`config.mk`:
```
export PLATFORM = sky130hd
export DESIGN_NAME = ilc_pointform
export DESIGN_NICKNAME = d
export VERILOG_FILES = /design/src/design/ilc_pkg.sv /design/src/design/ilc_pointform.sv
export SDC_FILE = /design/constraint.sdc
export NUM_CORES = 2
export LEC_CHECK = 0
export BUFFER_PORTS_ARGS = -buffer_cell sky130_fd_sc_hd__buf_2
export CORE_MARGIN = 4
export CORE_UTILIZATION = 49
export CTS_CLUSTER_DIAMETER = 120
export DETAILED_ROUTE_END_ITERATION = 16
export GPL_TIMING_DRIVEN = 0
export PLACE_DENSITY = 0.67
export SLEW_MARGIN = 20
export SYNTH_ARGS = -nofsm -noshare
export SYNTH_HDL_FRONTEND = slang
export SYNTH_SLANG_ARGS = --single-unit
```
`constraint.sdc`:
```
create_clock -name clock -period 20.7 [get_ports clock]
set_input_delay 4.14 -clock clock [delete_from_list [all_inputs] [get_ports clock]]
set_output_delay 4.14 -clock clock [all_outputs]
set_load 0.005 [all_outputs]
```
`src/design/ilc_pkg.sv`:
```
`default_nettype none
package ilc_pkg;

   localparam int unsigned COEF_WIDTH_DEF = 64;
   localparam int unsigned IO_WIDTH       = 64;
   localparam int unsigned PT_WIDTH       = 30;
   localparam int unsigned DIFF_WIDTH     = PT_WIDTH + 1;
   localparam int unsigned PROD_WIDTH     = 2 * PT_WIDTH + 1;

   typedef enum logic [7:0] {
      ENG_IDLE  = 8'b0000_0001,
      ENG_ABS   = 8'b0000_0010,
      ENG_GINIT = 8'b0000_0100,
      ENG_GCD   = 8'b0000_1000,
      ENG_DIV   = 8'b0001_0000,
      ENG_FLIP  = 8'b0010_0000,
      ENG_NEG   = 8'b0100_0000,
      ENG_DONE  = 8'b1000_0000
   } ilc_eng_state_type;

endpackage
`default_nettype wire

```
`src/design/ilc_pointform.sv`:
```
`default_nettype none
module ilc_pointform #(
   parameter int unsigned COEF_WIDTH = ilc_pkg::COEF_WIDTH_DEF
) (
   input  logic                                clock,
   input  logic                                reset,
   input  logic                                go,
   input  logic signed [ilc_pkg::PT_WIDTH-1:0] p_x,
   input  logic signed [ilc_pkg::PT_WIDTH-1:0] p_y,
   input  logic signed [ilc_pkg::PT_WIDTH-1:0] q_x,
   input  logic signed [ilc_pkg::PT_WIDTH-1:0] q_y,
   output logic                                done,
   output logic [COEF_WIDTH-1:0]               coef_a,
   output logic [COEF_WIDTH-1:0]               coef_b,
   output logic [COEF_WIDTH-1:0]               coef_c
);
   import ilc_pkg::*;

   logic [3:0]                   step_ff, step_in;
   logic signed [DIFF_WIDTH-1:0] da_ff, da_in, db_ff, db_in;
   logic signed [PT_WIDTH-1:0]   px_ff, px_in, py_ff, py_in;
   logic signed [DIFF_WIDTH-1:0] mul_x;
   logic signed [PT_WIDTH-1:0]   mul_y;
   logic signed [PROD_WIDTH-1:0] prod_ff, prod_in, acc_ff, acc_in;
   logic [COEF_WIDTH-1:0]        c_ff, c_in;
   logic signed [IO_WIDTH-1:0]   da_ext, db_ext, sum_ext, c_ext;

   // step 0 diffs ready, step 1 first product, step 2 second product, step 3 c ready
   assign step_in = {step_ff[2:0], go};

   assign da_in = go ? DIFF_WIDTH'(q_y) - DIFF_WIDTH'(p_y) : da_ff;
   assign db_in = go ? DIFF_WIDTH'(p_x) - DIFF_WIDTH'(q_x) : db_ff;
   assign px_in = go ? p_x : px_ff;
   assign py_in = go ? p_y : py_ff;

   // one multiplier, used for a*px then b*py
   assign mul_x   = step_ff[0] ? da_ff : db_ff;
   assign mul_y   = step_ff[0] ? px_ff : py_ff;
   assign prod_in = mul_x * mul_y;
   assign acc_in  = step_ff[1] ? prod_ff : acc_ff;

   assign sum_ext = IO_WIDTH'(acc_ff) + IO_WIDTH'(prod_ff);
   assign c_ext   = IO_WIDTH'(0) - sum_ext;
   assign c_in    = step_ff[2] ? c_ext[COEF_WIDTH-1:0] : c_ff;

   assign da_ext = IO_WIDTH'(da_ff);
   assign db_ext = IO_WIDTH'(db_ff);

   always_ff @(posedge clock) begin
      if (reset) begin
         step_ff <= '0;
      end else begin
         step_ff <= step_in;
      end
   end

   always_ff @(posedge clock) begin
      da_ff   <= da_in;
      db_ff   <= db_in;
      px_ff   <= px_in;
      py_ff   <= py_in;
      prod_ff <= prod_in;
      acc_ff  <= acc_in;
      c_ff    <= c_in;
   end

   assign done   = step_ff[3];
   assign coef_a = da_ext[COEF_WIDTH-1:0];
   assign coef_b = db_ext[COEF_WIDTH-1:0];
   assign coef_c = c_ff;

endmodule
`default_nettype wire

```
==> flow_metrics.tcl <==
set metrics [dict create \
    syn_avg_cell_area_um2 9.67 \
    clockBufferDepth 3 \
    synth_area_um2 49900 \
    die_x_um 327 \
    cts_max_level 2 \
    route.detailed.drc 0 \
    grt_pass1_wl_mm 253 \
    skew_ps 29.4 \
    relSlewSlack_pct 14.7 \
    layout.nets 6997 \
    hold_viol 0 \
    ys_seq_elements 311 \
    holdWs_ps 416 \
    coreArea_um2 101000 \
    dr.pass1.iters 5 \
    final.setup.tns_ps 0 \
    dpl-instance-area_um2 53400 \
    clkSlewWorstSetupHoldPaths_ps 60 \
    fmax_mhz 84.2 \
    slew_viol_final 0 \
    post-place-ws_ps 8910 \
    final_cell_area_um2 54700 \
    post_cts_buffers 0 \
    gp_congestion 1.05 \
    critPathCaptureType "flop" \
    crit_path_top_delay_cell "fa_1" \
    worst_slew_pin_slew_ps 1280 \
    antenna_found_initial 7 \
    synthCells 5160 \
    arrival_ps 12320 \
    cts_buffers 37 \
    clkSinkCount 311 \
    die_height_um 327 \
    synth_area_leaders "fa_1 (40%), edfxtp_1 (15%), inv_1 (9.2%), ha_1 (9.0%), nand2_1 (4.1%)" \
    grt_pass1_vias 39500 \
    grt_max_degree 68 \
    crit_required_ps 21140 \
    io_pins 316 \
    drtIter0Drc 3248 \
    critical_path_class "reg2reg" \
    vias_per_cell 5.42 \
    netlist.area_leader.share_pct 39.7 \
    synth_edf_count 246 \
    cp_common_cell "fa_1" \
    row_count 116 \
    nFillCells 9278 \
    cts_tree "done" \
    layout_setup_ws_ps 8820 \
    initial_core_util_pct 49.6 \
    period_share_pct 57.4 \
    layout-drive-gt1-share_pct 10.3 \
    cap_violations 0 \
    cpPeakStageDelay_ps 1120 \
    setup_violations 0 \
    synth_sequential_area_ratio_pct 17.4 \
    synthToLayoutAreaGrowth_pct 9.65 \
    antenna_left 0 \
    wl_per_cell_um 24.6 \
    dp_hpwl_mm 143 \
    synthArstFlopShare_pct 0 \
    grt_setup_unrepaired "false" \
    synth_cell_types 78 \
    ctsRootBufferMaster "clkbuf_16" \
    start_kind "flop" \
    final.min_clock_period_ps 11880 \
    clock_latency_ps 610 \
    routed_wl_mm 170 \
    syn-num-nets 6630 \
    grt.overflow.total 0 \
    cts_resized 0 \
    port_buffers 315 \
    dieArea_um2 107000 \
    synth_most_common_cell "inv_1" \
    yosys_warnings 0 \
    ys_top_cells_by_count "inv_1 (1221), fa_1 (989), nand2_1 (541)" \
    postCtsHoldBufs 0 \
    status "finished, final reports clean" \
    via_count 37500 \
    synth_top_area_cell "fa_1" \
    hold_path_class "reg2reg" \
    grt_usage_pct 32.2 \
    synthFlopType "edfxtp_1" \
    cp_max_fo 13 \
]
-- area by class of cell --
class	count	area [µm²]	share of cell area, %
clock buffers	52	1060	1.95
multi-input cells	3396	35600	65.1
flip-flops and latches	311	8700	15.9
plain buffers	232	1130	2.07
repair buffers	328	1790	3.27
well taps	1357	1700	3.10
diodes	3	7.51	0.0137
inverters	1221	4580	8.38
clock inverters	14	149	0.272
-- routing by layer --
| layer | vias to the layer above | global-route usage, % | part of all wire (%) |
|---|---|---|---|
| met5 | - | 0 | 0.016 |
| met3 | 383 | 9.56 | 11 |
| met4 | 4 | 15.0 | 6.0 |
| met1 | 18800 | 43.5 | 41 |
| li1 | 16500 | - | - |
| met2 | 1832 | 48.0 | 42 |
-- registers in the layout (all words and copies together), names as in the netlist --
register	cells
py_ff	30
da_ff	31
db_ff	31
px_ff	30
step_ff	4
prod_ff	61
acc_ff	61
coef_c	63
-- stage by stage --
| stage | cells | util, % |
|---|---|---|
| 6_report | 6914 | 54.4 |
| 5_1_grt | 6911 | 54.4 |
| 4_1_cts | 6909 | 54.3 |
| 3_5_place_dp | 6843 | 53.1 |
| 3_3_place_gp | 6832 | 52.9 |
| 2_1_floorplan | 5160 | - |
-- cell usage in the layout, fill, tap and decap left out, types with 7 or more instances in the layout --
master     count
xor2_1        48
o2111ai_1      7
a211o_1        7
o21ai_1       16
nor3_1        23
buf_2        317
mux2_2        61
o211ai_1      10
buf_1         13
nand4_1       22
xnor2_1      127
o31ai_1        7
inv_1       1221
nor2b_1       26
nand3_1       31
buf_4         69
clkbuf_16     39
mux2i_2       23
clkbuf_1     152
a21o_1        70
buf_6          7
a211oi_1      15
nand2b_1      20
a31oi_1       17
o21ai_0       73
o21bai_1      29
a21oi_1      147
edfxtp_1     246
and4_1         8
mux2i_1       35
a31o_2         7
fa_1         989
o21a_1        27
dfxtp_1       63
and3_1        13
and2_1        13
nor2_1       534
ha_1         357
nand2_1      541
-- final timing paths --
| check | from | endpoint | slack, ps | cells after the start |
|---|---|---|---|---|
| max | step_ff[0] | prod_ff[60] | 8820 | 29 |
| min | prod_ff[31] | acc_ff[31] | 420 | 0 |
| max reg2reg | step_ff[0] | prod_ff[60] | 8820 | 29 |
| min reg2reg | prod_ff[31] | acc_ff[31] | 420 | 0 |
-- worst max-delay path: cells and delay by family, from the launching register on --
family | cells | cell delay, ps
adders and majority gates | 9 | 5300
DFF | 1 | 300
buffers and inverters | 10 | 2900
and+or+nand+nor | 3 | 600
muxes | 1 | 970
xor gates and xnor gates | 1 | 150
AOI/OAI and AO/OA | 5 | 1430
-- logic make-up after synthesis --
| family | after synthesis | synth area share [%] |
|---|---|---|
| flops | 311 | 17.4 |
| compound gates | 493 | 6.48 |
| xor+xnor | 175 | 3.07 |
| mux | 119 | 2.54 |
| simple gates | 1262 | 10.4 |
| fa+ha+maj | 1347 | 48.6 |
| buf+inv | 1453 | 11.4 |
Power is not shown: default switching activity piles up to over one toggle a cycle in this logic, so the estimate is an artifact.
