### config.mk
export PLATFORM = sky130hd
export DESIGN_NAME = ilc_engine
export DESIGN_NICKNAME = d
export VERILOG_FILES = /design/src/design/ilc_pkg.sv /design/src/design/ilc_engine.sv
export SDC_FILE = /design/constraint.sdc
export NUM_CORES = 2
export LEC_CHECK = 0
export BUFFER_PORTS_ARGS = -buffer_cell sky130_fd_sc_hd__buf_2
export CAP_MARGIN = 20
export CORE_ASPECT_RATIO = 1.1
export CORE_MARGIN = 5
export CORE_UTILIZATION = 45
export DETAILED_ROUTE_END_ITERATION = 12
export SETUP_SLACK_MARGIN = 0.05
export SLEW_MARGIN = 5
export SYNTH_ARGS = -nofsm -noshare
export SYNTH_HDL_FRONTEND = slang
export SYNTH_SLANG_ARGS = --single-unit
### constraint.sdc
create_clock -name clock -period 15.35 [get_ports clock]
set_clock_uncertainty 0.15 [all_clocks]
set_input_delay 0.7675 -clock clock [delete_from_list [all_inputs] [get_ports clock]]
set_output_delay 0.7675 -clock clock [all_outputs]
set_load 0.1 [all_outputs]
### src/design/ilc_pkg.sv
`default_nettype none
package ilc_pkg;

   localparam int unsigned COEF_WIDTH_DEF = 64;
   localparam int unsigned IO_WIDTH       = 64;
   localparam int unsigned PT_WIDTH       = 30;
   localparam int unsigned DIFF_WIDTH     = PT_WIDTH + 1;
   localparam int unsigned PROD_WIDTH     = 2 * PT_WIDTH + 1;

   typedef enum logic [7:0] {
      ENG_IDLE  = 8'b0000_0001,
      ENG_ABS   = 8'b0000_0010,
      ENG_GINIT = 8'b0000_0100,
      ENG_GCD   = 8'b0000_1000,
      ENG_DIV   = 8'b0001_0000,
      ENG_FLIP  = 8'b0010_0000,
      ENG_NEG   = 8'b0100_0000,
      ENG_DONE  = 8'b1000_0000
   } ilc_eng_state_type;

endpackage
`default_nettype wire

### src/design/ilc_engine.sv
`default_nettype none
module ilc_engine #(
   parameter int unsigned COEF_WIDTH = ilc_pkg::COEF_WIDTH_DEF
) (
   input  logic                  clock,
   input  logic                  reset,
   input  logic                  start,
   input  logic [COEF_WIDTH-1:0] coef_a,
   input  logic [COEF_WIDTH-1:0] coef_b,
   input  logic [COEF_WIDTH-1:0] coef_c,
   output logic                  done,
   output logic [COEF_WIDTH-1:0] line_a,
   output logic [COEF_WIDTH-1:0] line_b,
   output logic [COEF_WIDTH-1:0] line_c,
   output logic                  is_valid
);
   import ilc_pkg::*;

   localparam int unsigned W  = COEF_WIDTH;
   localparam int unsigned KW = $clog2(COEF_WIDTH);

   ilc_eng_state_type state_ff, state_in;
   logic [1:0]    idx_ff, idx_in;
   logic [KW-1:0] cnt_ff, cnt_in, k_ff, k_in;
   logic          phase_ff, phase_in;
   logic [W-1:0]  val0_ff, val0_in, val1_ff, val1_in, val2_ff, val2_in;
   logic          sgn0_ff, sgn0_in, sgn1_ff, sgn1_in, sgn2_ff, sgn2_in;
   logic [W-1:0]  u_ff, u_in, v_ff, v_in, g_ff, g_in, rem_ff, rem_in;
   logic          flip_ff, flip_in, valid_ff, valid_in;

   // shared subtract / compare unit
   logic [W:0]    sub_x, sub_y;
   logic [W+1:0]  sub_d;
   logic          borrow;
   logic [W:0]    rem_sh;
   logic [W-1:0]  v0_new, gcd_res;
   logic          s0_new, rot, a0_zero;

   assign sub_d   = {1'b0, sub_x} - {1'b0, sub_y};
   assign borrow  = sub_d[W+1];
   assign rem_sh  = {rem_ff, val0_ff[W-1]};
   assign gcd_res = (u_ff | v_ff) << k_ff;
   assign a0_zero = (val0_ff == '0);

   always_comb begin
      state_in = state_ff;
      idx_in   = idx_ff;
      cnt_in   = cnt_ff;
      phase_in = phase_ff;
      u_in     = u_ff;
      v_in     = v_ff;
      k_in     = k_ff;
      g_in     = g_ff;
      rem_in   = rem_ff;
      flip_in  = flip_ff;
      valid_in = valid_ff;
      val1_in  = val1_ff;
      val2_in  = val2_ff;
      sgn1_in  = sgn1_ff;
      sgn2_in  = sgn2_ff;
      sub_x    = '0;
      sub_y    = '0;
      v0_new   = val0_ff;
      s0_new   = sgn0_ff;
      rot      = 1'b0;
      unique case (state_ff)
         ENG_IDLE: begin
            if (start) begin
               v0_new   = coef_a;
               val1_in  = coef_b;
               val2_in  = coef_c;
               idx_in   = '0;
               state_in = ENG_ABS;
            end
         end
         ENG_ABS: begin
            sub_y  = {1'b0, val0_ff};
            v0_new = val0_ff[W-1] ? sub_d[W-1:0] : val0_ff;
            s0_new = val0_ff[W-1];
            rot    = 1'b1;
            if (idx_ff == 2'd2) begin
               idx_in   = '0;
               phase_in = 1'b0;
               state_in = ENG_GINIT;
            end else begin
               idx_in = idx_ff + 2'd1;
            end
         end
         ENG_GINIT: begin
            // first pass gcd(|b|,|c|), second pass gcd(|a|, first result)
            u_in     = phase_ff ? val0_ff : val1_ff;
            v_in     = phase_ff ? g_ff : val2_ff;
            k_in     = '0;
            state_in = ENG_GCD;
         end
         ENG_GCD: begin
            sub_x = {1'b0, u_ff};
            sub_y = {1'b0, v_ff};
            priority if (u_ff == '0 || v_ff == '0) begin
               g_in = gcd_res;
               if (!phase_ff) begin
                  phase_in = 1'b1;
                  state_in = ENG_GINIT;
               end else if (gcd_res == '0) begin
                  state_in = ENG_FLIP;
               end else begin
                  cnt_in   = '0;
                  idx_in   = '0;
                  rem_in   = '0;
                  state_in = ENG_DIV;
               end
            end else if (!u_ff[0] && !v_ff[0]) begin
               u_in = u_ff >> 1;
               v_in = v_ff >> 1;
               k_in = k_ff + KW'(1);
            end else if (!u_ff[0]) begin
               u_in = u_ff >> 1;
            end else if (!v_ff[0]) begin
               v_in = v_ff >> 1;
            end else if (borrow) begin
               // keep u as the larger one
               u_in = v_ff;
               v_in = u_ff;
            end else begin
               u_in = {1'b0, sub_d[W-1:1]};
            end
         end
         ENG_DIV: begin
            sub_x  = rem_sh;
            sub_y  = {1'b0, g_ff};
            rem_in = borrow ? rem_sh[W-1:0] : sub_d[W-1:0];
            v0_new = {val0_ff[W-2:0], ~borrow};
            cnt_in = cnt_ff + KW'(1);
            if (cnt_ff == KW'(W - 1)) begin
               cnt_in = '0;
               rem_in = '0;
               rot    = 1'b1;
               if (idx_ff == 2'd2) begin
                  idx_in   = '0;
                  state_in = ENG_FLIP;
               end else begin
                  idx_in = idx_ff + 2'd1;
               end
            end
         end
         ENG_FLIP: begin
            flip_in  = (sgn0_ff && !a0_zero) || (a0_zero && sgn1_ff && val1_ff != '0);
            valid_in = !a0_zero || val1_ff != '0;
            idx_in   = '0;
            state_in = ENG_NEG;
         end
         ENG_NEG: begin
            sub_y  = {1'b0, val0_ff};
            v0_new = (sgn0_ff ^ flip_ff) ? sub_d[W-1:0] : val0_ff;
            rot    = 1'b1;
            if (idx_ff == 2'd2) begin
               idx_in   = '0;
               state_in = ENG_DONE;
            end else begin
               idx_in = idx_ff + 2'd1;
            end
         end
         ENG_DONE: begin
            state_in = ENG_IDLE;
         end
         default: begin
            state_in = ENG_IDLE;
         end
      endcase

      // coefficients rotate so the active one always sits in slot 0
      if (rot) begin
         val0_in = val1_ff;
         val1_in = val2_ff;
         val2_in = v0_new;
         sgn0_in = sgn1_ff;
         sgn1_in = sgn2_ff;
         sgn2_in = s0_new;
      end else begin
         val0_in = v0_new;
         sgn0_in = s0_new;
      end
   end

   always_ff @(posedge clock) begin
      if (reset) begin
         state_ff <= ENG_IDLE;
         idx_ff   <= '0;
         cnt_ff   <= '0;
         phase_ff <= 1'b0;
      end else begin
         state_ff <= state_in;
         idx_ff   <= idx_in;
         cnt_ff   <= cnt_in;
         phase_ff <= phase_in;
      end
   end

   always_ff @(posedge clock) begin
      val0_ff  <= val0_in;
      val1_ff  <= val1_in;
      val2_ff  <= val2_in;
      sgn0_ff  <= sgn0_in;
      sgn1_ff  <= sgn1_in;
      sgn2_ff  <= sgn2_in;
      u_ff     <= u_in;
      v_ff     <= v_in;
      k_ff     <= k_in;
      g_ff     <= g_in;
      rem_ff   <= rem_in;
      flip_ff  <= flip_in;
      valid_ff <= valid_in;
   end

   assign done     = (state_ff == ENG_DONE);
   assign line_a   = val0_ff;
   assign line_b   = val1_ff;
   assign line_c   = val2_ff;
   assign is_valid = valid_ff;

endmodule
`default_nettype wire

==> results.md <==
* HP Class: primary input to flip-flop
* Syn Inst Count at 3,878
* FF-to-FF End: rem_ff[58]
* Setup Fix Bufs, Post-CTS at 0
* Synth Net Count at 4,140
* Max Transition Viols Final at 0
* Max-cap violation count at 0
* FF-to-FF setup slack at 6740 ps
* Largest cells by area after synthesis: edfxtp_1, nand2_1, mux2i_1
* Area grow syn2layout at 12.56%
* Critical Path Start: state_ff[6]
* Drt wl/cell at 35.64 µm
* Area of the multi-input gates at 20,470 µm²
* Internal at 2.631 mW
* Clock power frac at 27.7%
* CTS resizes at 0
* Top FF cell, synth: edfxtp_1
* Leakage at 14.46 nW
* Row count at 107
* Worst setup endpoint: rem_ff[58]
* Worst path slowest cell: buf_4
* Seq/Total Area, Yosys at 38.19%
* Worst endpoint required time at 15,610 ps
* Die W at 277.0 µm
* Switching Power at 2.201 mW
* RePlAce Congestion at 1.064
* Power per cell area at 121.7 nW/µm²
* Most common cell on crit path: buf_4
* I/O pin cnt at 389
* Yosys reg bits at 476
* Crit path cell chain: nor2_1 -> nand3_1 -> nor3b_2 -> buf_12 -> buf_4 -> a222oi_1 -> ha_1 -> a2111oi_0 -> o21ai_0 -> nand4_1 -> nand3b_1 -> nor4_2 -> o31ai_2 -> a211oi_1 -> nor3_4 -> buf_4 -> nor2_4 -> buf_4 -> nor4_1 -> or3_1
* Post-cts hold buffer count at 0
* DR DRC count at 0
* Final hold vios at 0
* Tmin final at 8615 ps
* Vias in the first global route at 34,709
* First-pass GRT wire length at 259,200 µm
* Kind of critical path: flip-flop to flip-flop
* Vias per cell at 7.140
* Worst stage delay on the critical path at 880 ps
* Initial DRC count at 5,996
* Part of the power in combinational logic at 36.7%
* Post-route setup slack at 6735 ps
* 1st-pass router iterations at 9
* ANT nets after route at 0
* Share of async-settable or async-resettable flops after synthesis at 0%
* Worst Path Arrival at 8870 ps
* Vias at 36,847
* TNS Setup at 0 ps
* CTS buffer count at 53
* Number of synthesized flops with an enable pin at 394
* Initial Util at 45.43%
* Chip height at 303.7 µm
* Skew-Pair Late Insertion Delay at 660 ps
* Maximum vdd drop at 0.0001337 V
* Total GRT Usage at 41.28%
* Fraction of layout cells with a size suffix above 1 at 17.96%
* Register area at 13,480 µm²
* CTS Root Cell: clkbuf_16
* Reg2Reg Depth at 20
* Pre-CTS setup slack at 7067 ps
* Pin count of the biggest net entering global routing at 137
* Commonest cells post-synth: nand2_1, edfxtp_1, a21oi_1
* Power consumption at 4.832 mW
* Die area at 84,100 µm²
* # fillers at 7,467
* Initial antenna violation count at 13
* TritonCTS Sinks at 476
* Area leader, netlist: edfxtp_1
* Area share of the largest cell type after synthesis at 33.54%
* Slew margin rel. at 18.36%
* CP max FO at 136
* Avg Cell Area, Syn at 9.097 µm²
* Worst slew pin tran at 1213 ps
* Overflow after GRT at 0
* Clock Pin Slew Worst Setup and Hold Paths at 70 ps
* CTS tree: done
* Status: complete, no violations
* Critical Path End Type: flip-flop
* Final setup fails at 0
* Switching share of power at 45.54%
* Clk buf depth at 3
* Final Net Count at 4,338
* Ys Warns at 0
* Worst reg2reg startpoint: state_ff[6]
* Core area at 77,650 µm²
* Synth Cell Area at 35,280 µm²
* CP Launch Type: flip-flop
* Post-DP HPWL at 136,200 µm
* WL final at 183,900 µm
* Sequential power share at 35.7%
* Fmax at 0.1161 GHz
* Final period utilization at 56.12%
* Synth unique cells at 93
* PortBufs at 388
* H-tree Lvls at 2
* Most common cell in the synthesized netlist: nand2_1
* RSZ-0062 raised after global routing: no
==> sequential cells by signal (all words and copies together) (netlist names), 2 cells and up <==
| signal | count |
|---|---|
| cnt_ff | 6 |
| g_ff | 64 |
| idx_ff | 2 |
| k_ff | 6 |
| line_a | 64 |
| line_b | 64 |
| line_c | 64 |
| rem_ff | 64 |
| state_ff | 8 |
| u_ff | 64 |
| v_ff | 64 |
==> layer usage <==
metal	global-route usage [%]	vias to the layer above	share of wire [%]
li1	-	15541	-
met4	24.23	6	7.8
met2	65.87	2816	45
met5	0	-	0.024
met3	9.015	600	11
met1	51.72	17884	36
==> critical path: cells and delay by family (launching register included) <==
kind                     cells  cell delay [ps]
AND/OR/NAND/NOR             10             2990
buffers and inverters        4             2320
AO/OA/AOI/OAI                5             1850
adder cells (fa/ha/maj)      1              440
flip-flops                   1              340
==> stage by stage <==
step	instances	utilization, %	area, µm²	hold WS (ps)
after global placement	5055	48.84	37920	262.9
after CTS	5155	51.12	39690	191.6
after global routing	5157	51.12	39700	226.3
final	5161	51.14	39710	218.5
after floorplan	3878	-	35280	250.3
after detailed placement	5055	48.84	37920	273.0
==> worst min path at each step <==
| stage | slack (ps) | from | cells after the start | endpoint |
|---|---|---|---|---|
| floorplan | 250 | sgn2_ff | 0 | sgn1_ff |
| global placement | 260 | sgn2_ff | 0 | sgn1_ff |
| detailed placement | 270 | sgn2_ff | 0 | sgn1_ff |
| CTS | 190 | coef_b[25] | 3 | line_b[25] |
| global route | 230 | coef_b[12] | 3 | line_b[12] |
| finish | 220 | coef_b[12] | 3 | line_b[12] |
==> cells in the final DEF, fill, tap and decap left out, types with 15 or more instances in the layout <==
cell and instances:
a22o_1 91, nand4_1 39, nor3_1 73, a21o_1 66, nor4_1 81, o22ai_1 16, o21ai_0 197, nor2_1 307
or2_1 15, mux2i_1 172, a31oi_1 46, o31ai_1 17, nand3_1 106, o221ai_1 61, or2_2 42, ha_1 66
edfxtp_1 394, a22oi_1 29, mux2_2 28, nand2_1 482, a21boi_0 53, clkbuf_16 54, buf_2 388, a21oi_1 326
a211oi_1 97, dfxtp_1 81, xor2_1 22, inv_1 33, nor2b_1 72, or3_1 16, o211ai_1 17, nand2b_1 20
xnor2_1 38, a222oi_1 107, a221oi_1 38, mux4_2 67, buf_4 69, and2_1 17, and3_1 15
==> power groups by stage <==
stage | clock, mW | combinational [mW] | sequential (mW)
floorplan | 0 | 0.673 | 2.27
global placement | 0 | 1.73 | 1.74
detailed placement | 0 | 1.74 | 1.74
CTS | 1.34 | 1.74 | 1.71
global route | 1.39 | 1.85 | 1.72
finish | 1.34 | 1.77 | 1.72
==> cells by family (layout without fill, tap and decap cells) <==
kind of cell	count (synthesis)	in the layout	synth area share (%)
AOI/OAI and AO/OA	1297	1297	25.54
and+or+nand+nor	1352	1352	18.06
DFF	476	476	38.19
buffers and inverters	358	601	4.235
muxes	268	268	10.08
other	0	5	0
adders and majority gates	67	67	2.398
xor gates and xnor gates	60	60	1.490
==> area by class of cell <==
type / instances / area share, %
multi-input cells: 3044 / 51.56
flip-flops and latches: 476 / 33.94
repair buffers: 461 / 6.359
clock buffers: 71 / 3.690
well taps: 1035 / 3.261
clock inverters: 29 / 0.7594
inverters: 40 / 0.4002
diodes: 5 / 0.03151
No activity file was read; power rests on OpenSTA's default activity.
